==> src/hdl/binomial_mod_prime_lucas_defines.svh <==
// Assertion helpers shared by the binomial residue block.
// Both sample on the rising edge of clk and are switched off while rst_n is low.
`ifndef BINOMIAL_MOD_PRIME_LUCAS_DEFINES_SVH
`define BINOMIAL_MOD_PRIME_LUCAS_DEFINES_SVH

// Same-cycle implication.
`define BMPL_ASSERT_IMP(lbl, ante, cons, msg) \
  lbl: assert property (@(posedge clk) disable iff (!rst_n) (ante) |-> (cons)) \
    else $error(msg);

// Next-cycle implication.
`define BMPL_ASSERT_NXT(lbl, ante, cons, msg) \
  lbl: assert property (@(posedge clk) disable iff (!rst_n) (ante) |=> (cons)) \
    else $error(msg);

`endif

==> src/hdl/bmpl_pkg.sv <==
package bmpl_pkg;

  localparam int VALUE_BITS_DEF = 40;
  localparam int MOD_MAX_DEF    = 31;
  localparam int MOD_RESET      = 2;
  localparam int APB_DW         = 32;
  localparam int APB_AW         = 3;

  // Register indexes (byte address is 4 * index)
  localparam logic REG_MODULUS = 1'b0;

  localparam int PC_W = 5;
  typedef logic [PC_W-1:0] pc_t;

  typedef enum logic [3:0] {
    OP_NOP,
    OP_INIT,
    OP_DIV_START,
    OP_DIV_STEP,
    OP_DIGIT,
    OP_DIRECT,
    OP_ROW_INIT,
    OP_ROW_STEP,
    OP_SHIFT_INIT,
    OP_SHIFT_STEP,
    OP_MUL_INIT,
    OP_MUL_STEP,
    OP_ACC_UPD,
    OP_ACC_ZERO,
    OP_EMIT
  } op_t;

  typedef enum logic [2:0] {
    COND_NEVER,
    COND_ALWAYS,
    COND_MOD_BAD,
    COND_N_LT_K,
    COND_N_EQ_K,
    COND_N_LE_M,
    COND_DN_LT_DK,
    COND_CNT_NZ
  } cond_t;

  typedef struct packed {
    op_t   op;
    cond_t cond;
    pc_t   target;
  } ctrl_t;

  typedef struct packed {
    logic mod_bad;
    logic n_lt_k;
    logic n_eq_k;
    logic n_le_m;
    logic dn_lt_dk;
    logic cnt_nz;
  } stat_t;

  typedef enum logic {
    SEQ_IDLE,
    SEQ_RUN
  } seq_state_t;

  // Program step addresses
  localparam pc_t STEP_INIT       = 5'd0;
  localparam pc_t STEP_TEST_LT    = 5'd1;
  localparam pc_t STEP_TEST_EQ    = 5'd2;
  localparam pc_t STEP_TEST_SMALL = 5'd3;
  localparam pc_t STEP_DIV_START  = 5'd4;
  localparam pc_t STEP_DIV_LOOP   = 5'd5;
  localparam pc_t STEP_DIGIT      = 5'd6;
  localparam pc_t STEP_ROW_INIT   = 5'd7;
  localparam pc_t STEP_ROW_LOOP   = 5'd8;
  localparam pc_t STEP_SHIFT_INIT = 5'd9;
  localparam pc_t STEP_SHIFT_LOOP = 5'd10;
  localparam pc_t STEP_MUL_INIT   = 5'd11;
  localparam pc_t STEP_MUL_LOOP   = 5'd12;
  localparam pc_t STEP_ACC_UPD    = 5'd13;
  localparam pc_t STEP_DIRECT     = 5'd14;
  localparam pc_t STEP_ZERO       = 5'd15;
  localparam pc_t STEP_EMIT       = 5'd16;

  function automatic ctrl_t ucode_rom(input pc_t pc);
    ctrl_t w;
    w = '{op: OP_NOP, cond: COND_NEVER, target: STEP_INIT};
    case (pc)
      STEP_INIT:       w = '{op: OP_INIT,       cond: COND_MOD_BAD,  target: STEP_ZERO};
      STEP_TEST_LT:    w = '{op: OP_NOP,        cond: COND_N_LT_K,   target: STEP_ZERO};
      STEP_TEST_EQ:    w = '{op: OP_NOP,        cond: COND_N_EQ_K,   target: STEP_EMIT};
      STEP_TEST_SMALL: w = '{op: OP_NOP,        cond: COND_N_LE_M,   target: STEP_DIRECT};
      STEP_DIV_START:  w = '{op: OP_DIV_START,  cond: COND_NEVER,    target: STEP_INIT};
      STEP_DIV_LOOP:   w = '{op: OP_DIV_STEP,   cond: COND_CNT_NZ,   target: STEP_DIV_LOOP};
      STEP_DIGIT:      w = '{op: OP_DIGIT,      cond: COND_DN_LT_DK, target: STEP_ZERO};
      STEP_ROW_INIT:   w = '{op: OP_ROW_INIT,   cond: COND_NEVER,    target: STEP_INIT};
      STEP_ROW_LOOP:   w = '{op: OP_ROW_STEP,   cond: COND_CNT_NZ,   target: STEP_ROW_LOOP};
      STEP_SHIFT_INIT: w = '{op: OP_SHIFT_INIT, cond: COND_NEVER,    target: STEP_INIT};
      STEP_SHIFT_LOOP: w = '{op: OP_SHIFT_STEP, cond: COND_CNT_NZ,   target: STEP_SHIFT_LOOP};
      STEP_MUL_INIT:   w = '{op: OP_MUL_INIT,   cond: COND_NEVER,    target: STEP_INIT};
      STEP_MUL_LOOP:   w = '{op: OP_MUL_STEP,   cond: COND_CNT_NZ,   target: STEP_MUL_LOOP};
      STEP_ACC_UPD:    w = '{op: OP_ACC_UPD,    cond: COND_ALWAYS,   target: STEP_TEST_LT};
      STEP_DIRECT:     w = '{op: OP_DIRECT,     cond: COND_ALWAYS,   target: STEP_ROW_INIT};
      STEP_ZERO:       w = '{op: OP_ACC_ZERO,   cond: COND_ALWAYS,   target: STEP_EMIT};
      STEP_EMIT:       w = '{op: OP_EMIT,       cond: COND_NEVER,    target: STEP_INIT};
      default:         w = '{op: OP_NOP,        cond: COND_NEVER,    target: STEP_INIT};
    endcase
    return w;
  endfunction

endpackage

==> src/hdl/binomial_mod_prime_lucas.sv <==
// Binomial coefficient C(n,k) modulo a small prime p, by Lucas's theorem.
// Input channel: in_valid/in_stall carry n (in_upper_value) and k (in_lower_value).
// The block takes one transaction at a time; in_stall stays high while it works.
// Result channel: out_valid/out_stall carry the residue. It sits in an output
// register, so the next transaction is taken while a result waits there.
// The modulus register sits at byte address 0 of the APB port; write it only
// while the block is idle. Moduli below 2 give a residue of 0.
// Operation: a microcoded sequencer steps a shared datapath. Each base-p digit
// takes a bit-serial divide of n and k, a Pascal row walk up to row dn, a
// shift down by dk and a bit-serial modular multiply; further steps start and
// finish the item.
// Reset: sequencer idle, output empty, modulus 2.
// A stalled receiver holds the result; the sequencer then waits on its last
// step and takes no new transaction until the result register frees up.
`include "binomial_mod_prime_lucas_defines.svh"

module binomial_mod_prime_lucas #(
  parameter int VALUE_BITS = bmpl_pkg::VALUE_BITS_DEF,
  parameter int MOD_MAX    = bmpl_pkg::MOD_MAX_DEF
) (
  input  logic                          clk,
  input  logic                          rst_n,
  input  logic                          in_valid,
  output logic                          in_stall,
  input  logic [VALUE_BITS-1:0]         in_upper_value,
  input  logic [VALUE_BITS-1:0]         in_lower_value,
  output logic                          out_valid,
  input  logic                          out_stall,
  output logic [$clog2(MOD_MAX+1)-1:0]  out_residue,
  input  logic                          psel,
  input  logic                          penable,
  input  logic                          pwrite,
  input  logic [bmpl_pkg::APB_AW-1:0]   paddr,
  input  logic [bmpl_pkg::APB_DW-1:0]   pwdata,
  output logic [bmpl_pkg::APB_DW-1:0]   prdata,
  output logic                          pready
);
  import bmpl_pkg::*;

  localparam int RES_W = $clog2(MOD_MAX + 1);

  logic [RES_W-1:0] mod_r;
  logic [RES_W-1:0] mod_eff;
  logic             out_valid_r;
  logic [RES_W-1:0] out_residue_r;
  logic             busy, emit, out_free, in_accept;
  logic             reg_sel;
  ctrl_t            ctrl;
  stat_t            stat;
  logic [RES_W-1:0] acc;

  assign pready  = 1'b1;
  assign reg_sel = (paddr[2] == REG_MODULUS);

  always_ff @(posedge clk) begin
    if (!rst_n) begin
      mod_r <= RES_W'(MOD_RESET);
    end else if (psel && penable && pwrite && reg_sel) begin
      mod_r <= pwdata[RES_W-1:0];
    end
  end

  assign prdata  = reg_sel ? APB_DW'(mod_r) : '0;
  assign mod_eff = (mod_r > RES_W'(MOD_MAX)) ? RES_W'(MOD_MAX) : mod_r;

  assign in_stall  = busy;
  assign in_accept = in_valid && !busy;
  assign out_free  = !out_valid_r || !out_stall;

  bmpl_seq u_seq (
    .clk        (clk),
    .rst_n      (rst_n),
    .start_i    (in_accept),
    .out_free_i (out_free),
    .stat_i     (stat),
    .ctrl_o     (ctrl),
    .emit_o     (emit),
    .busy_o     (busy)
  );

  bmpl_dp #(
    .VALUE_BITS (VALUE_BITS),
    .MOD_MAX    (MOD_MAX)
  ) u_dp (
    .clk     (clk),
    .ctrl_i  (ctrl),
    .load_i  (in_accept),
    .upper_i (in_upper_value),
    .lower_i (in_lower_value),
    .mod_i   (mod_eff),
    .stat_o  (stat),
    .acc_o   (acc)
  );

  always_ff @(posedge clk) begin
    if (!rst_n) begin
      out_valid_r <= 1'b0;
    end else if (emit) begin
      out_valid_r <= 1'b1;
    end else if (out_valid_r && !out_stall) begin
      out_valid_r <= 1'b0;
    end
  end

  always_ff @(posedge clk) begin
    if (emit) begin
      out_residue_r <= acc;
    end
  end

  assign out_valid   = out_valid_r;
  assign out_residue = out_residue_r;

  `BMPL_ASSERT_NXT(a_busy_after_accept, in_valid && !in_stall, in_stall, "input taken while block still idle")
  `BMPL_ASSERT_NXT(a_emit_fills_output, emit, out_valid, "emitted result not registered")
  `BMPL_ASSERT_NXT(a_stall_holds_result, out_valid && out_stall, out_valid && $stable(out_residue), "stalled result changed")

endmodule

==> src/hdl/bmpl_seq.sv <==
`include "binomial_mod_prime_lucas_defines.svh"

module bmpl_seq (
  input  logic            clk,
  input  logic            rst_n,
  input  logic            start_i,
  input  logic            out_free_i,
  input  bmpl_pkg::stat_t stat_i,
  output bmpl_pkg::ctrl_t ctrl_o,
  output logic            emit_o,
  output logic            busy_o
);
  import bmpl_pkg::*;

  seq_state_t state_r, state_nxt;
  pc_t        pc_r, pc_nxt;
  ctrl_t      word;
  logic       taken;

  always_ff @(posedge clk) begin
    if (!rst_n) begin
      state_r <= SEQ_IDLE;
      pc_r    <= STEP_INIT;
    end else begin
      state_r <= state_nxt;
      pc_r    <= pc_nxt;
    end
  end

  always_comb begin
    word = ucode_rom(pc_r);
    case (word.cond)
      COND_NEVER:    taken = 1'b0;
      COND_ALWAYS:   taken = 1'b1;
      COND_MOD_BAD:  taken = stat_i.mod_bad;
      COND_N_LT_K:   taken = stat_i.n_lt_k;
      COND_N_EQ_K:   taken = stat_i.n_eq_k;
      COND_N_LE_M:   taken = stat_i.n_le_m;
      COND_DN_LT_DK: taken = stat_i.dn_lt_dk;
      COND_CNT_NZ:   taken = stat_i.cnt_nz;
      default:       taken = 1'b0;
    endcase
  end

  always_comb begin
    state_nxt = state_r;
    pc_nxt    = pc_r;
    ctrl_o    = '{op: OP_NOP, cond: COND_NEVER, target: STEP_INIT};
    emit_o    = 1'b0;
    busy_o    = 1'b1;
    case (state_r)
      SEQ_IDLE: begin
        busy_o = 1'b0;
        if (start_i) begin
          state_nxt = SEQ_RUN;
          pc_nxt    = STEP_INIT;
        end
      end
      SEQ_RUN: begin
        ctrl_o = word;
        if (word.op == OP_EMIT) begin
          // hold on the emit step until the output register frees up
          if (out_free_i) begin
            emit_o    = 1'b1;
            state_nxt = SEQ_IDLE;
          end
        end else begin
          pc_nxt = taken ? word.target : pc_r + 1'b1;
        end
      end
      default: begin
        state_nxt = SEQ_IDLE;
      end
    endcase
  end

  `BMPL_ASSERT_IMP(a_emit_needs_slot, emit_o, out_free_i && state_r == SEQ_RUN, "emit without free output slot")
  `BMPL_ASSERT_NXT(a_start_at_init, start_i && state_r == SEQ_IDLE, state_r == SEQ_RUN && pc_r == STEP_INIT, "program did not start at step zero")
  `BMPL_ASSERT_IMP(a_pc_in_program, state_r == SEQ_RUN, pc_r <= STEP_EMIT, "step counter ran past the program")

endmodule

==> src/hdl/bmpl_dp.sv <==
module bmpl_dp #(
  parameter int VALUE_BITS = bmpl_pkg::VALUE_BITS_DEF,
  parameter int MOD_MAX    = bmpl_pkg::MOD_MAX_DEF
) (
  input  logic                         clk,
  input  bmpl_pkg::ctrl_t              ctrl_i,
  input  logic                         load_i,
  input  logic [VALUE_BITS-1:0]        upper_i,
  input  logic [VALUE_BITS-1:0]        lower_i,
  input  logic [$clog2(MOD_MAX+1)-1:0] mod_i,
  output bmpl_pkg::stat_t              stat_o,
  output logic [$clog2(MOD_MAX+1)-1:0] acc_o
);
  import bmpl_pkg::*;

  localparam int RES_W   = $clog2(MOD_MAX + 1);
  localparam int CNT_MAX = (VALUE_BITS > MOD_MAX) ? VALUE_BITS : MOD_MAX;
  localparam int CNT_W   = $clog2(CNT_MAX + 1);

  logic [VALUE_BITS-1:0] n_r, k_r;
  logic [RES_W-1:0]      rem_n_r, rem_k_r;
  logic [RES_W-1:0]      a_r, b_r;
  logic [RES_W-1:0]      acc_r, prod_r, mul_b_r;
  logic [CNT_W-1:0]      cnt_r;
  logic [RES_W-1:0]      row_r [0:MOD_MAX];

  logic [RES_W-1:0]      row_nxt [0:MOD_MAX];
  logic [RES_W:0]        t_n, t_k;
  logic                  q_n, q_k;
  logic [RES_W-1:0]      rem_n_nxt, rem_k_nxt;
  logic [RES_W:0]        dbl, add_s;
  logic [RES_W-1:0]      dbl_m, prod_nxt;
  logic [RES_W:0]        m_ext;
  logic                  cnt_nz;

  assign m_ext  = {1'b0, mod_i};
  assign cnt_nz = (cnt_r != '0);

  // One restoring-division bit for each of n and k, shared divisor
  always_comb begin
    t_n       = {rem_n_r, n_r[VALUE_BITS-1]};
    t_k       = {rem_k_r, k_r[VALUE_BITS-1]};
    q_n       = (t_n >= m_ext);
    q_k       = (t_k >= m_ext);
    rem_n_nxt = q_n ? RES_W'(t_n - m_ext) : RES_W'(t_n);
    rem_k_nxt = q_k ? RES_W'(t_k - m_ext) : RES_W'(t_k);
  end

  // Pascal row advance: every cell but cell zero adds its left neighbor, mod m
  always_comb begin
    logic [RES_W:0] s;
    s = '0;
    row_nxt[0] = row_r[0];
    for (int j = 1; j <= MOD_MAX; j++) begin
      s          = {1'b0, row_r[j]} + {1'b0, row_r[j-1]};
      row_nxt[j] = (s >= m_ext) ? RES_W'(s - m_ext) : RES_W'(s);
    end
  end

  // Shift-and-add modular multiply, multiplier MSB first
  always_comb begin
    dbl      = {prod_r, 1'b0};
    dbl_m    = (dbl >= m_ext) ? RES_W'(dbl - m_ext) : RES_W'(dbl);
    add_s    = {1'b0, dbl_m} + (mul_b_r[RES_W-1] ? {1'b0, acc_r} : '0);
    prod_nxt = (add_s >= m_ext) ? RES_W'(add_s - m_ext) : RES_W'(add_s);
  end

  always_ff @(posedge clk) begin
    if (load_i) begin
      n_r <= upper_i;
      k_r <= lower_i;
    end
    case (ctrl_i.op)
      OP_INIT: begin
        acc_r <= RES_W'(1);
      end
      OP_DIV_START: begin
        rem_n_r <= '0;
        rem_k_r <= '0;
        cnt_r   <= CNT_W'(VALUE_BITS);
      end
      OP_DIV_STEP: begin
        if (cnt_nz) begin
          n_r     <= {n_r[VALUE_BITS-2:0], q_n};
          k_r     <= {k_r[VALUE_BITS-2:0], q_k};
          rem_n_r <= rem_n_nxt;
          rem_k_r <= rem_k_nxt;
          cnt_r   <= cnt_r - 1'b1;
        end
      end
      OP_DIGIT: begin
        a_r <= rem_n_r;
        b_r <= rem_k_r;
      end
      OP_DIRECT: begin
        // n is at most m: take it whole and leave n = k = 0 to finish
        a_r <= n_r[RES_W-1:0];
        b_r <= k_r[RES_W-1:0];
        n_r <= '0;
        k_r <= '0;
      end
      OP_ROW_INIT: begin
        for (int j = 0; j <= MOD_MAX; j++) begin
          row_r[j] <= (j == 0) ? RES_W'(1) : '0;
        end
        cnt_r <= CNT_W'(a_r);
      end
      OP_ROW_STEP: begin
        if (cnt_nz) begin
          for (int j = 0; j <= MOD_MAX; j++) begin
            row_r[j] <= row_nxt[j];
          end
          cnt_r <= cnt_r - 1'b1;
        end
      end
      OP_SHIFT_INIT: begin
        cnt_r <= CNT_W'(b_r);
      end
      OP_SHIFT_STEP: begin
        // walk the wanted entry down to cell zero
        if (cnt_nz) begin
          for (int j = 0; j < MOD_MAX; j++) begin
            row_r[j] <= row_r[j+1];
          end
          row_r[MOD_MAX] <= '0;
          cnt_r <= cnt_r - 1'b1;
        end
      end
      OP_MUL_INIT: begin
        mul_b_r <= row_r[0];
        prod_r  <= '0;
        cnt_r   <= CNT_W'(RES_W);
      end
      OP_MUL_STEP: begin
        if (cnt_nz) begin
          prod_r  <= prod_nxt;
          mul_b_r <= {mul_b_r[RES_W-2:0], 1'b0};
          cnt_r   <= cnt_r - 1'b1;
        end
      end
      OP_ACC_UPD: begin
        acc_r <= prod_r;
      end
      OP_ACC_ZERO: begin
        acc_r <= '0;
      end
      default: begin
      end
    endcase
  end

  always_comb begin
    stat_o.mod_bad  = (mod_i < RES_W'(2));
    stat_o.n_lt_k   = (n_r < k_r);
    stat_o.n_eq_k   = (n_r == k_r);
    stat_o.n_le_m   = (n_r <= VALUE_BITS'(mod_i));
    stat_o.dn_lt_dk = (rem_n_r < rem_k_r);
    stat_o.cnt_nz   = cnt_nz;
  end

  assign acc_o = acc_r;

endmodule

==> config.mk <==
export PLATFORM = sky130hd
export DESIGN_NAME = binomial_mod_prime_lucas
export DESIGN_NICKNAME = d
export VERILOG_FILES = /design/src/hdl/bmpl_pkg.sv /design/src/hdl/binomial_mod_prime_lucas.sv /design/src/hdl/bmpl_seq.sv /design/src/hdl/bmpl_dp.sv
export VERILOG_INCLUDE_DIRS = /design/src /design/src/hdl
export SDC_FILE = /design/constraint.sdc
export NUM_CORES = 1
export LEC_CHECK = 0
export ABC_CLOCK_PERIOD_IN_PS = 7100
export BUFFER_PORTS_ARGS = -buffer_cell sky130_fd_sc_hd__buf_2
export CAP_MARGIN = 20
export CORE_UTILIZATION = 45
export DETAILED_ROUTE_END_ITERATION = 16
export GPL_ROUTABILITY_DRIVEN = 0
export PLACE_DENSITY_LB_ADDON = 0.15
export SYNTH_ARGS = -nofsm -noshare
export SYNTH_HDL_FRONTEND = slang
export SYNTH_SLANG_ARGS = --single-unit
==> constraint.sdc <==
create_clock -name clk -period 7.1 [get_ports clk]
set_input_delay 0.355 -clock clk [delete_from_list [all_inputs] [get_ports clk]]
set_output_delay 0.355 -clock clk [all_outputs]
set_load 0.005 [all_outputs]
# After elaboration in Yosys (flattened, before gate mapping)
# Memories as Yosys holds them, arrays and structs flattened. A register that Yosys moved wholly into a read port is not among the register bits.
# Cells that the tools add are included.
# totals
mem_bits_rw,160
out_inout_bits,40
mem_count,2
in_bits,122
elab_cells,387
regBits,138
romBits,384
# mem_list
memory,depth,word_bits,read_ports,rd_ports_with_merged_regs,write_ports,line_no,rtl
(name not given),32,12,1,1,0,bmpl_pkg.sv:86,case (pc)
u_dp.row_r,32,5,32,0,32,bmpl_dp.sv:25,logic [RES_W-1:0] row_r [0:MOD_MAX];
# classes
reduce_logical,22
n_eq_ne,27
muxes,146
n_lt_le_gt_ge,40
n_addsub,69
bitwise,66
# ops
cell,n
$mux 5,111
$ge 6x5->1,35
$add 5x5->6,32
$sub 5x5->5,35
$mux 40,4
$pmux 40 s2,2
$pmux 5 s2,7
$or 1x1->1,64
$eq 40x40->1,1
$le 40x5->1,1
$lt 40x40->1,1
$pmux 6 s5,1
$eq 4x4->1 const B,7
$eq 4x3->1 const B,4
$mux 1,16
$pmux 5 s3,1
$eq 3x3->1 const B,4
$mux 12,1
$eq 4x2->1 const B,2
$pmux 1 s8,1
$reduce_and 2->1,4
$reduce_bool 2->1,4
$eq 3x2->1 const B,2
$mux 6,1
other kinds (19),29

# Logic depth before layout (Yosys ltp)
# Gate-level depths: netlist (run 1).
# logic_depth
word_depth,9
mapped_depth,20
mapped_depth_nobuf,20

# By module
# From an unflattened synthesis (run 1), not the netlist that was laid out.
# unflattened
hier_cells,2912
area_unflattened_um2,28376.0
# modules_own_cells
mod,cells_per_inst,area_each_um2,seq_area_each_um2,instances
bmpl_dp,2693,26385.3,7587.3,1
bmpl_seq,146,1301.2,360.3,1
binomial_mod_prime_lucas,73,689.4,270.3,1

# Least setup slack after synthesis (run 1)
# No wires, ideal clock.
# synth_path
path_kind,reg-to-reg
from,reg mod_r[1]
to,reg u_dp.prod_r[1] (data pin)
n_path_buf,0
stages_incl_launch_ff,19
arrival_ns,4.801
period_less_slack_ns,5.065
slack_ns,2.035
setup_time_ns,0.264
t_required_ns,6.836
cell_sequence,dfxtp_1 -> inv_1 -> ha_1 -> ha_1 -> a31o_2 -> a21boi_1 -> nor2_1 -> ha_1 -> fa_1 -> a21o_1 -> a21oi_1 -> xor2_1 -> inv_1 -> ha_1 -> nand3b_1 -> a21oi_1 -> a21o_1 -> mux2i_1 -> nor2_1
# synth_via
elab_chain_cells,9
word_cells_on_any_way,11
cone_classes,add/sub: 3; order compare: 3; mux: 5
# synth_lines
element,line_no,rtl
"start, declared",binomial_mod_prime_lucas.sv:42,logic [RES_W-1:0] mod_r;
"start signal, assigned",binomial_mod_prime_lucas.sv:57,mod_r <= RES_W'(MOD_RESET);
"start signal, assigned",binomial_mod_prime_lucas.sv:59,mod_r <= pwdata[RES_W-1:0];
$gt 5x5->1,binomial_mod_prime_lucas.sv:64,assign mod_eff = (mod_r > RES_W'(MOD_MAX)) ? RES_W'(MOD_MAX) : mod_r;
$mux 5 (*),binomial_mod_prime_lucas.sv:64,
$sub 5x5->5 or $ge 6x5->1 (tied branches),bmpl_dp.sv:63,dbl_m = (dbl >= m_ext) ? RES_W'(dbl - m_ext) : RES_W'(dbl);
$mux 5,bmpl_dp.sv:63,
$add 5x5->6,bmpl_dp.sv:64,"add_s = {1'b0, dbl_m} + (mul_b_r[RES_W-1] ? {1'b0, acc_r} : '0);"
$sub 5x5->5 or $ge 6x5->1 (tied branches),bmpl_dp.sv:65,prod_nxt = (add_s >= m_ext) ? RES_W'(add_s - m_ext) : RES_W'(add_s);
$mux 5 (*),bmpl_dp.sv:65,
$mux 5 (*),bmpl_dp.sv:135,if (cnt_nz) begin
$pmux 5 s2 (*),bmpl_dp.sv:73,case (ctrl_i.op)
"end signal, assigned",bmpl_dp.sv:136,prod_r <= prod_nxt;
"end, declared",bmpl_dp.sv:23,"logic [RES_W-1:0] acc_r, prod_r, mul_b_r;"
# Every way passes the cells marked *; elsewhere a longest branch is shown, timed or not. The select of a mux whose other input is x is not followed.
# A chain may end at the register's enable or synchronous reset.

# Worst setup path in the final report (run 1)
# layout_path
from,reg mod_r[2]
to,reg u_dp.prod_r[1] (data pin)
# Same word-level chain as after synthesis.

==> run summary, run 1 <==
The run finished with clean final reports. The number of I/O port buffers came out at 104. The number of design-rule violations left by the first detailed-router iteration is 928.

The share of the core filled with cells is 0.498. The worst min-delay path startpoint was out_stall. Fraction of synthesized cell area taken by the top area cell type: 0.220. For this run, the number of Yosys warnings is 0. The total number of vias is 22273.

The async set or reset register ratio after synthesis is 0, and the number of global-route vias before repair is 22144. Number of synthesized flops with an enable pin: 201. By count the netlist is led by 392 x ha_1, 338 x nand2_1, 328 x a21oi_1. Clock-pin slew was measured on the worst setup and hold paths at 0.05 ns.

The worst-case reg-to-reg path depth is 20, and the post-synthesis sequential area ratio is 0.300. For this run, the leading register cell type out of synthesis is edfxtp_1. Along the worst path, the maximum fanout reaches 16. In this run the static leakage power is 12.7 nW. The tools report the post-route antenna net violation count as 0. The post-cts hold buffer count is 4. 162 I/O pins were placed. Setup slack closes at 2.20 ns. The die outline height was 249 um.

The cell taking the most area after synthesis was edfxtp_1. The worst setup path is launched from a flop. The estimated wirelength of the detail-placed design was 48.7 mm.

The tools report the area of the core as 60200 um^2. The worst hold path was traced through 3 stages. At the pin with the least slew margin, the transition time is 1.12 ns. At the worst endpoint, the required time is 7.41 ns. Global routing finished with a remaining overflow of 0. The worst slew margin relative to its limit is 0.253, and the remaining design rule violation count is 0. The clock tree synthesis step divided the H-tree into 2 levels. First-pass GRT wire length: 114 mm. The tools report the maximum number of buffers from clock root to sink as 3. Among all cell types in the netlist, the one instantiated most often is ha_1. The die is 249 um wide.

The fraction of layout cells with a size suffix above 1 works out to 0.0717. The tools report the buffer count from post-CTS setup fixing as 0. Clock skew on the completed layout was measured at 0.0321 ns.

The global-route usage over all layers is 0.222, and the worst setup timing slack at the placement stage is 2.24 ns. The floorplan step defined a die boundary enclosing 61800 um^2. The critical path goes through inv_2 -> ha_1 -> nor2b_1 -> o21ai_0 -> nand2b_1 -> a31o_2 -> a21boi_1 -> nor2_1 -> ha_1 -> fa_1 -> a21o_1 -> a21oi_1 -> xor2_1 -> inv_1 -> ha_1 -> nand3b_1 -> a21oi_1 -> a21o_1 -> mux2i_1 -> nor2_1. The logs give 0 for the max-slew violation count and 183 uV for the maximum VDD drop. Compared with the post-synthesis result, the final layout area differs by 9.67%. The final period utilization is 0.690. Dividing the detail-routed via count by the number of cells gives 5.62. In this run the register-to-register setup slack is 2.20 ns. The worst register-to-register path begins at mod_r[2]. TritonCTS built the clock tree.

The logs give 77 for the number of distinct standard cells referenced by the synthesized netlist and 41 for the number of buffers created by CTS. The number of optimization iterations in the first detailed-route pass was 5. In the final routed layout, each cell accounts on average for 17.4 um.

The logs give 5646 for the filler cell count and 160 for the largest net degree at the start of global routing. The worst hold path terminates at out_valid. For this block, the routed nets add up to 68.9 mm of wire. For this design, the slowest cell found on the critical path is fa_1. Number of instances in the synthesized netlist: 3067. The final hold violation count was 0; the count of instances resized after the clock tree is built was 0. The number of antenna violations at the first check in global routing is 0, and the final sum of negative setup slack is 0 ns. The area of the mapped netlist was 27400 um^2.

The tools report the sort of element at the end of the critical path as a flop. By startpoint and endpoint, the worst setup path is classified as reg -> reg. Based on the critical path, the design can be clocked at up to 204 MHz. The net count of the finished layout is 3729. The clock latency of the later-clocked register in the worst-skew pair came out at 0.59 ns.

Cell occurring most often along the worst timing path: ha_1. Setup repair after global routing left no endpoint under its margin. The floorplan has 90 rows. CTS saw 310 sinks. 0 antenna diodes ended up in the layout.

The worst register-to-register path ends at u_dp.prod_r[1]. Total of flip-flops plus latches after synthesis: 310. For the number of endpoints failing setup at the final stage, the log shows 0. The reported max-cap violation count is 0.

The effective utilization at floorplan was 0.455. For the worst setup path, the data arrival time is 5.21 ns. The worst hold path belongs to the class in -> reg. The worst path in the final design needs a cycle of 4.90 ns, including I/O delays and setup. In this run the clock root is driven by a clkbuf_16.

Yosys attributes the largest share of cell area to edfxtp_1 22%, ha_1 18%, dfxtp_1 8.0%, a21oi_1 6.0%, o21ai_0 5.2%. The synthesized area divided by synthesized cell count is 8.93 um^2. Power spread over the standard cell area amounts to 281 nW/um^2. For this run, the slowest stage of the critical path takes 0.42 ns.
## metrics by stage
| stage | std cells | total power [mW] | area (um^2) | hold slack [ns] |
|---|---|---|---|---|
| final | 3963 | 8.43 | 30000 | 0.0367 |
| after global routing | 3963 | 9.13 | 30000 | 0.0410 |
| after CTS | 3962 | 8.46 | 30000 | 0.00136 |
| after detailed placement | 3882 | 6.35 | 28600 | 0.437 |
| after global placement | 3882 | 6.20 | 28600 | 0.432 |
| after floorplan | 3093 | 5.50 | 27500 | 0.418 |
## routing by layer
layer,up-vias,track usage,part of all wire
met2,339,0.381,0.48
met3,93,0.0228,0.033
met5,-,0,0
li1,11271,-,-
met4,0,0.0605,0.021
met1,10570,0.296,0.47
## cell usage in the layout, fill, tap and decap left out, types with 26 or more instances in the layout
cell	netlist	routed
nor2_1	184	182
ha_1	392	392
nor2b_1	77	76
clkbuf_16	0	43
and3_1	28	28
fa_1	67	67
edfxtp_1	201	201
inv_1	163	159
nand3_1	26	26
a211oi_1	30	30
o31ai_1	83	83
nand2_1	338	338
nand2b_1	45	45
buf_2	2	104
o21ai_0	286	286
xor2_1	71	71
a21o_1	126	126
conb_1	2	28
a21oi_1	328	328
dfxtp_1	109	107
xnor2_1	83	83
mux2i_1	70	70
nor3_1	41	40
## worst max path at each step
| stage | startpoint | to |
|---|---|---|
| 5_1_grt | mod_r[2] | u_dp.prod_r[1] |
| 4_1_cts | mod_r[2] | u_dp.prod_r[3] |
| 3_5_place_dp | mod_r[2] | u_dp.prod_r[1] |
| 3_3_place_gp | mod_r[2] | u_dp.prod_r[1] |
| 6_report | mod_r[2] | u_dp.prod_r[1] |
| 2_1_floorplan | mod_r[1] | u_dp.prod_r[1] |
## logic make-up after synthesis
logic type / after synthesis / share of synthesized area
AO/OA/AOI/OAI: 961 / 0.212
AND/OR/NAND/NOR: 818 / 0.138
adder cells (fa/ha/maj): 459 / 0.228
flip-flops: 310 / 0.300
buffers and inverters: 282 / 0.0426
XOR/XNOR: 154 / 0.0493
multiplexers: 81 / 0.0301
other: 2 / 0.000274
## registers in the layout (all words and copies together) (netlist names)
register / flops
mod_r: 5
u_dp.n_r: 40
u_seq.pc_r: 5
out_residue: 5
u_dp.acc_o: 5
out_valid: 1
u_dp.rem_k_r: 5
u_dp.rem_n_r: 5
u_dp.a_r: 5
u_seq.word: 12
u_dp.prod_r: 5
u_dp.mul_b_r: 5
u_dp.b_r: 5
u_dp.row_r: 160
u_dp.k_r: 40
u_dp.cnt_r: 6
u_seq.state_r: 1
## cell type report
type | instances | area, um^2 | share of cell area
Sequential cell | 310 | 8220 | 0.274
Inverter | 166 | 623 | 0.0207
Clock inverter | 20 | 173 | 0.00575
Tap cell | 782 | 978 | 0.0326
Clock buffer | 56 | 1140 | 0.0381
Multi-Input combinational cell | 2501 | 18100 | 0.604
Timing Repair Buffer | 128 | 743 | 0.0247
## report_power, final
group	switching, mW	internal, mW	total (mW)
sequential	0.366	2.29	2.66
clock	0.863	1.21	2.07
combinational	2.10	1.61	3.71
total	3.33	5.10	8.43
## worst max-delay path: cells and delay by family, from the launching register on
kind	cells	cell delay, ns
xor+xnor	1	0.25
mux	1	0.21
simple gates	5	0.50
flops	1	0.31
compound gates	7	1.52
buf+inv	2	0.47
fa+ha+maj	4	1.37
No activity file was read; power rests on OpenSTA's default activity.
==> run 2, diff against run 1 <==
--- a/config.mk
+++ b/config.mk
@@ -6,7 +6,8 @@
 export SDC_FILE = /design/constraint.sdc
 export NUM_CORES = 1
 export LEC_CHECK = 0
-export ABC_CLOCK_PERIOD_IN_PS = 7100
+export ABC_AREA = 1
+export ABC_CLOCK_PERIOD_IN_PS = 4700
 export BUFFER_PORTS_ARGS = -buffer_cell sky130_fd_sc_hd__buf_2
 export CAP_MARGIN = 20
 export CORE_UTILIZATION = 45
==> constraint.sdc (replaced) <==
create_clock -name clk -period 4.7 [get_ports clk]
set_input_delay 0.235 -clock clk [delete_from_list [all_inputs] [get_ports clk]]
set_output_delay 0.235 -clock clk [all_outputs]
set_load 0.005 [all_outputs]
==> run 2 against run 1 <==
Hold slack worse by 0.0041 ns. Maximum frequency up 20%. Die area up 0.46%. Highest routed layer unchanged. First-iteration DRC count up 17%. Clock power up 54%.
==> run summary, run 2 <==
The flow ran to the end, and the final reports show no timing, DRC or antenna violations. The total of flip-flops plus latches after synthesis is 310 (unchanged), and the number of I/O port buffers is 104 (unchanged). The tools report the total number of vias as 23407 (was 22273). The number of instances in the synthesized netlist is 3450 (was 3067). Worst-case reg-to-reg path depth: 16 (was 20).

Most common cell after layout, fill and taps aside: nand2_1 (was ha_1). Filler cell count: 5860 (was 5646). The maximum fanout along the worst path was 7 (was 16); the post-synthesis sequential area ratio was 0.299 (was 0.300).

The synthesized area divided by synthesized cell count works out to 7.97 um^2 (was 8.93 um^2). The adder-cell area share of the yosys netlist is 0.227 (was 0.228). Register containing the most flip-flops in the final layout: u_dp.row_r (unchanged). For the estimated wirelength of the detail-placed design, the log shows 49.6 mm (was 48.7 mm). The maximum number of buffers from clock root to sink was 3 (unchanged). The number of endpoints failing setup at the final stage came out at 0 (unchanged). Top library cells by usage in the layout, fill and taps aside: 608 x nand2_1, 530 x inv_1, 392 x ha_1 (was 392 x ha_1, 338 x nand2_1, 328 x a21oi_1). The antenna cell count was 0 (unchanged); the die outline height was 249 um (about the same). Met1 track utilization from global routing: 0.315 (was 0.296). Number of distinct standard cells referenced by the synthesized netlist: 54 (was 77). The data required time of the worst path was 5.03 ns (was 7.41 ns).

The tools report the area of the mapped netlist as 27500 um^2 (was 27400 um^2). Most utilized layer in the global route result: met2 (unchanged). Cell types occupying the most area after synthesis: edfxtp_1 22%, ha_1 18%, nand2_1 8.4%, dfxtp_1 7.9%, inv_1 7.3% (was edfxtp_1 22%, ha_1 18%, dfxtp_1 8.0%, a21oi_1 6.0%, o21ai_0 5.2%). The logs give 0 (unchanged) for the max-slew violation count and 0.231 (was 0.222) for the global-route usage over all layers. The total number of yosys warnings was 0 (unchanged); the average routed wire per standard cell was 15.9 um (was 17.4 um). The buffer count from post-CTS setup fixing is 0 (unchanged), and the internal portion of total power is 6.48 mW (was 5.10 mW). The number of flip-flops in the largest register was 160 (unchanged). The cell leakage power is 13.9 nW (was 12.7 nW). End point of the most critical hold path: u_dp.k_r[0] (was out_valid). For the clock share of power, the log shows 0.316 (was 0.245). Fraction of the mapped netlist area in simple logic gates: 0.153 (was 0.138). The die area is 62100 um^2 (was 61800 um^2). Most used flip-flop cell after synthesis: edfxtp_1 (unchanged). The transition at the pin with the smallest max-transition slack is 0.946 ns (was 1.12 ns). Register-to-register setup slack: 0.62 ns (was 2.20 ns). The tools report the largest net degree at the start of global routing as 98 (was 160).

The routed wire length came out at 71.0 mm (was 68.9 mm). The total chip power is 10.0 mW (was 8.43 mW), and the final period utilization is 0.868 (was 0.690). The tools report the count of H-tree levels built during CTS as 2 (unchanged). The width of the die works out to 249 um (about the same). Cell chosen for the clock root: clkbuf_16 (unchanged). Worst min-delay path startpoint: in_lower_value[0] (was out_stall). TritonCTS built the clock tree. The post-detailed-route via-to-cell ratio came out at 5.26 (was 5.62). Most frequent cell after synthesis: nand2_1 (was ha_1). The switching share of total power works out to 0.355 (was 0.395). The number of global-route vias before repair is 23201 (was 22144), and the power per cell area is 323 nW/um^2 (was 281 nW/um^2). The clock-pin slew on the worst setup and hold paths works out to 0.06 ns (was 0.05 ns). The clock latency of the later-clocked register in the worst-skew pair was 0.59 ns (about the same); the number of optimization iterations in the first detailed-route pass was 5 (unchanged). For the footprint of the flip-flops and latches, the log shows 8220 um^2 (unchanged). List of most frequent post-synthesis cells: 613 x nand2_1, 534 x inv_1, 392 x ha_1 (was 392 x ha_1, 338 x nand2_1, 328 x a21oi_1). The number of I/O pins came out at 162 (unchanged). The startpoint type of the worst setup path was a flop (unchanged).

The logs give 0.357 (was 0.315) for the sequential cell fraction of total power and 4218 (was 3729) for the net count of the finished layout. For the number of antenna violations at the first check in global routing, the log shows 0 (unchanged). Type of the tightest min-delay check: in -> reg (unchanged).

For the critical path arrival, the log shows 4.41 ns (was 5.21 ns). The net switching component of the power came out at 3.57 mW (was 3.33 mW). The worst hold slack came out at 0.0326 ns (was 0.0367 ns).

The end of the worst register-to-register path was u_dp.prod_r[0] (was u_dp.prod_r[1]). The leftover overflow at the end of global routing came out at 0 (unchanged). The worst hold path depth is 3 (unchanged), and the number of design-rule violations left by the first detailed-router iteration is 1086 (was 928). The met3 routing resource usage after global routing is 0.0265 (was 0.0228), and the post-route antenna net violation count is 0 (unchanged). The placement-stage cell area was 28900 um^2 (was 28600 um^2); the final setup skew was 0.0323 ns (was 0.0321 ns). The reported max-cap violation count is 0 (unchanged), and the fraction of synthesized cell area taken by the top area cell type is 0.219 (was 0.220).

The multiplexer fraction of the synthesized cell area came out at 0.000364 (was 0.0301). The async set or reset register ratio after synthesis came out at 0 (unchanged). Highest clock frequency the design can meet: 245 MHz (was 204 MHz). The tools report the proportion of power drawn by combinational gates as 0.327 (was 0.439). For the maximum VDD drop, the log shows 309 uV (was 183 uV). The combinational family with the most area after synthesis was adder cells (unchanged). Remaining design rule violation count: 0 (unchanged).

The post-route standard cell area excluding fillers is 31100 um^2 (was 30000 um^2), and the number of buffers created by CTS is 41 (unchanged). For the clock sink total, the log shows 310 (unchanged). The sort of element at the end of the critical path is a flop (unchanged). The final sum of negative setup slack is 0 ns (unchanged).

The tools report the reg-to-reg critical path startpoint as u_dp.prod_r[0] (was mod_r[2]). The area of the core is 60400 um^2 (was 60200 um^2), and the area fraction in compound gates after synthesis is 0.181 (was 0.212). The tools report the met2 track demand over resource as 0.388 (was 0.381). The logs give 0.369 (was 0.253) for the worst slew margin relative to its limit and 0.456 (was 0.455) for the effective utilization at floorplan. Number of synthesized flops with an enable pin: 201 (unchanged).

Cell taking the most area after synthesis: edfxtp_1 (unchanged). The tools report the row count as 90 (unchanged). The category of the critical setup timing path is reg -> reg (unchanged). The xor-xnor portion of the synthesized cell area was 0.0478 (was 0.0493); the area growth from synthesis to layout was 13.2% (was 9.67%). The fraction of layout cells with a size suffix above 1 works out to 0.0676 (was 0.0717).

Setup repair after global routing left no endpoint under its margin. For the first-pass GRT wire length, the log shows 118 mm (was 114 mm). The final hold violation count came out at 0 (unchanged). The final critical delay including setup and external delays works out to 4.08 ns (was 4.90 ns).

The combined area of the multi-input logic cells was 16900 um^2 (was 18100 um^2). Largest regs: u_dp.row_r (160), u_dp.k_r (40), u_dp.n_r (40) (unchanged).
run 2: timing repair:
action	CTS	global route
endpoints found under the hold margin	85	0
endpoints found under the setup margin	0	0
gates resized for setup	0	0
hold buffers	90	0
run 2: worst max-delay path by stage:
| stage | endpoint | cells after the start | start | slack (ns) |
|---|---|---|---|---|
| floorplan | u_dp.prod_r[0] | 21 | mod_r[1] | 0.14 |
| global placement | u_dp.prod_r[0] | 16 | u_dp.prod_r[0] | 0.72 |
| detailed placement | u_dp.prod_r[0] | 16 | u_dp.prod_r[0] | 0.64 |
| CTS | u_dp.prod_r[0] | 16 | u_dp.prod_r[0] | 0.62 |
| global route | u_dp.prod_r[0] | 20 | u_dp.prod_r[0] | 0.16 |
| finish | u_dp.prod_r[0] | 16 | u_dp.prod_r[0] | 0.62 |
run 2: power by group through the flow:
| stage | clock [mW] | sequential [mW] | combinational [mW] |
|---|---|---|---|
| 2_1_floorplan | 0 | 3.55 | 2.53 |
| 3_3_place_gp | 0 | 3.64 | 3.16 |
| 3_5_place_dp | 0 | 3.64 | 3.20 |
| 4_1_cts | 3.25 | 3.58 | 3.28 |
| 5_1_grt | 3.34 | 3.64 | 3.83 |
| 6_report | 3.18 | 3.59 | 3.28 |
run 2: final cells by class:
cell class                 count  area share
clock inverter                12     0.00349
timing repair buffer         222      0.0528
multi-input combinational   2521       0.542
clock buffer                  62      0.0405
sequential                   310       0.264
inverter                     541      0.0654
tap                          782      0.0314
run 2: critical path: stages (launching register included):
cell and delay [ns]:
edfxtp_1 0.39, inv_1 0.09, fa_1 0.46, o21ai_0 0.26, nand2_1 0.13, nand2_1 0.19
nor2_1 0.06, a21oi_1 0.24, fa_1 0.53, fa_1 0.45, a21o_1 0.18, a21oi_1 0.21
nor2_1 0.07, nor2_1 0.21, inv_1 0.13, o21ai_0 0.18, a21oi_1 0.06
run 2: through the flow:
| stage | util | std cells | worst slack [ns] |
|---|---|---|---|
| final | 0.516 | 4450 | 0.619 |
| after global routing | 0.516 | 4450 | 0.164 |
| after CTS | 0.516 | 4450 | 0.620 |
| after detailed placement | 0.478 | 4286 | 0.638 |
| after global placement | 0.478 | 4286 | 0.721 |
| after floorplan | - | 3476 | 0.141 |
run 2: routing by layer:
metal	up-vias	wire length, um
met5	-	0
met4	0	1410
met3	97	2700
met2	380	32700
met1	10807	34100
li1	12123	-
run 2: logic make-up after synthesis:
family | count (synthesis)
AOI/OAI and AO/OA | 845
xor gates and xnor gates | 150
adders and majority gates | 459
buffers and inverters | 645
DFF | 310
muxes | 1
other | 2
and+or+nand+nor | 1038
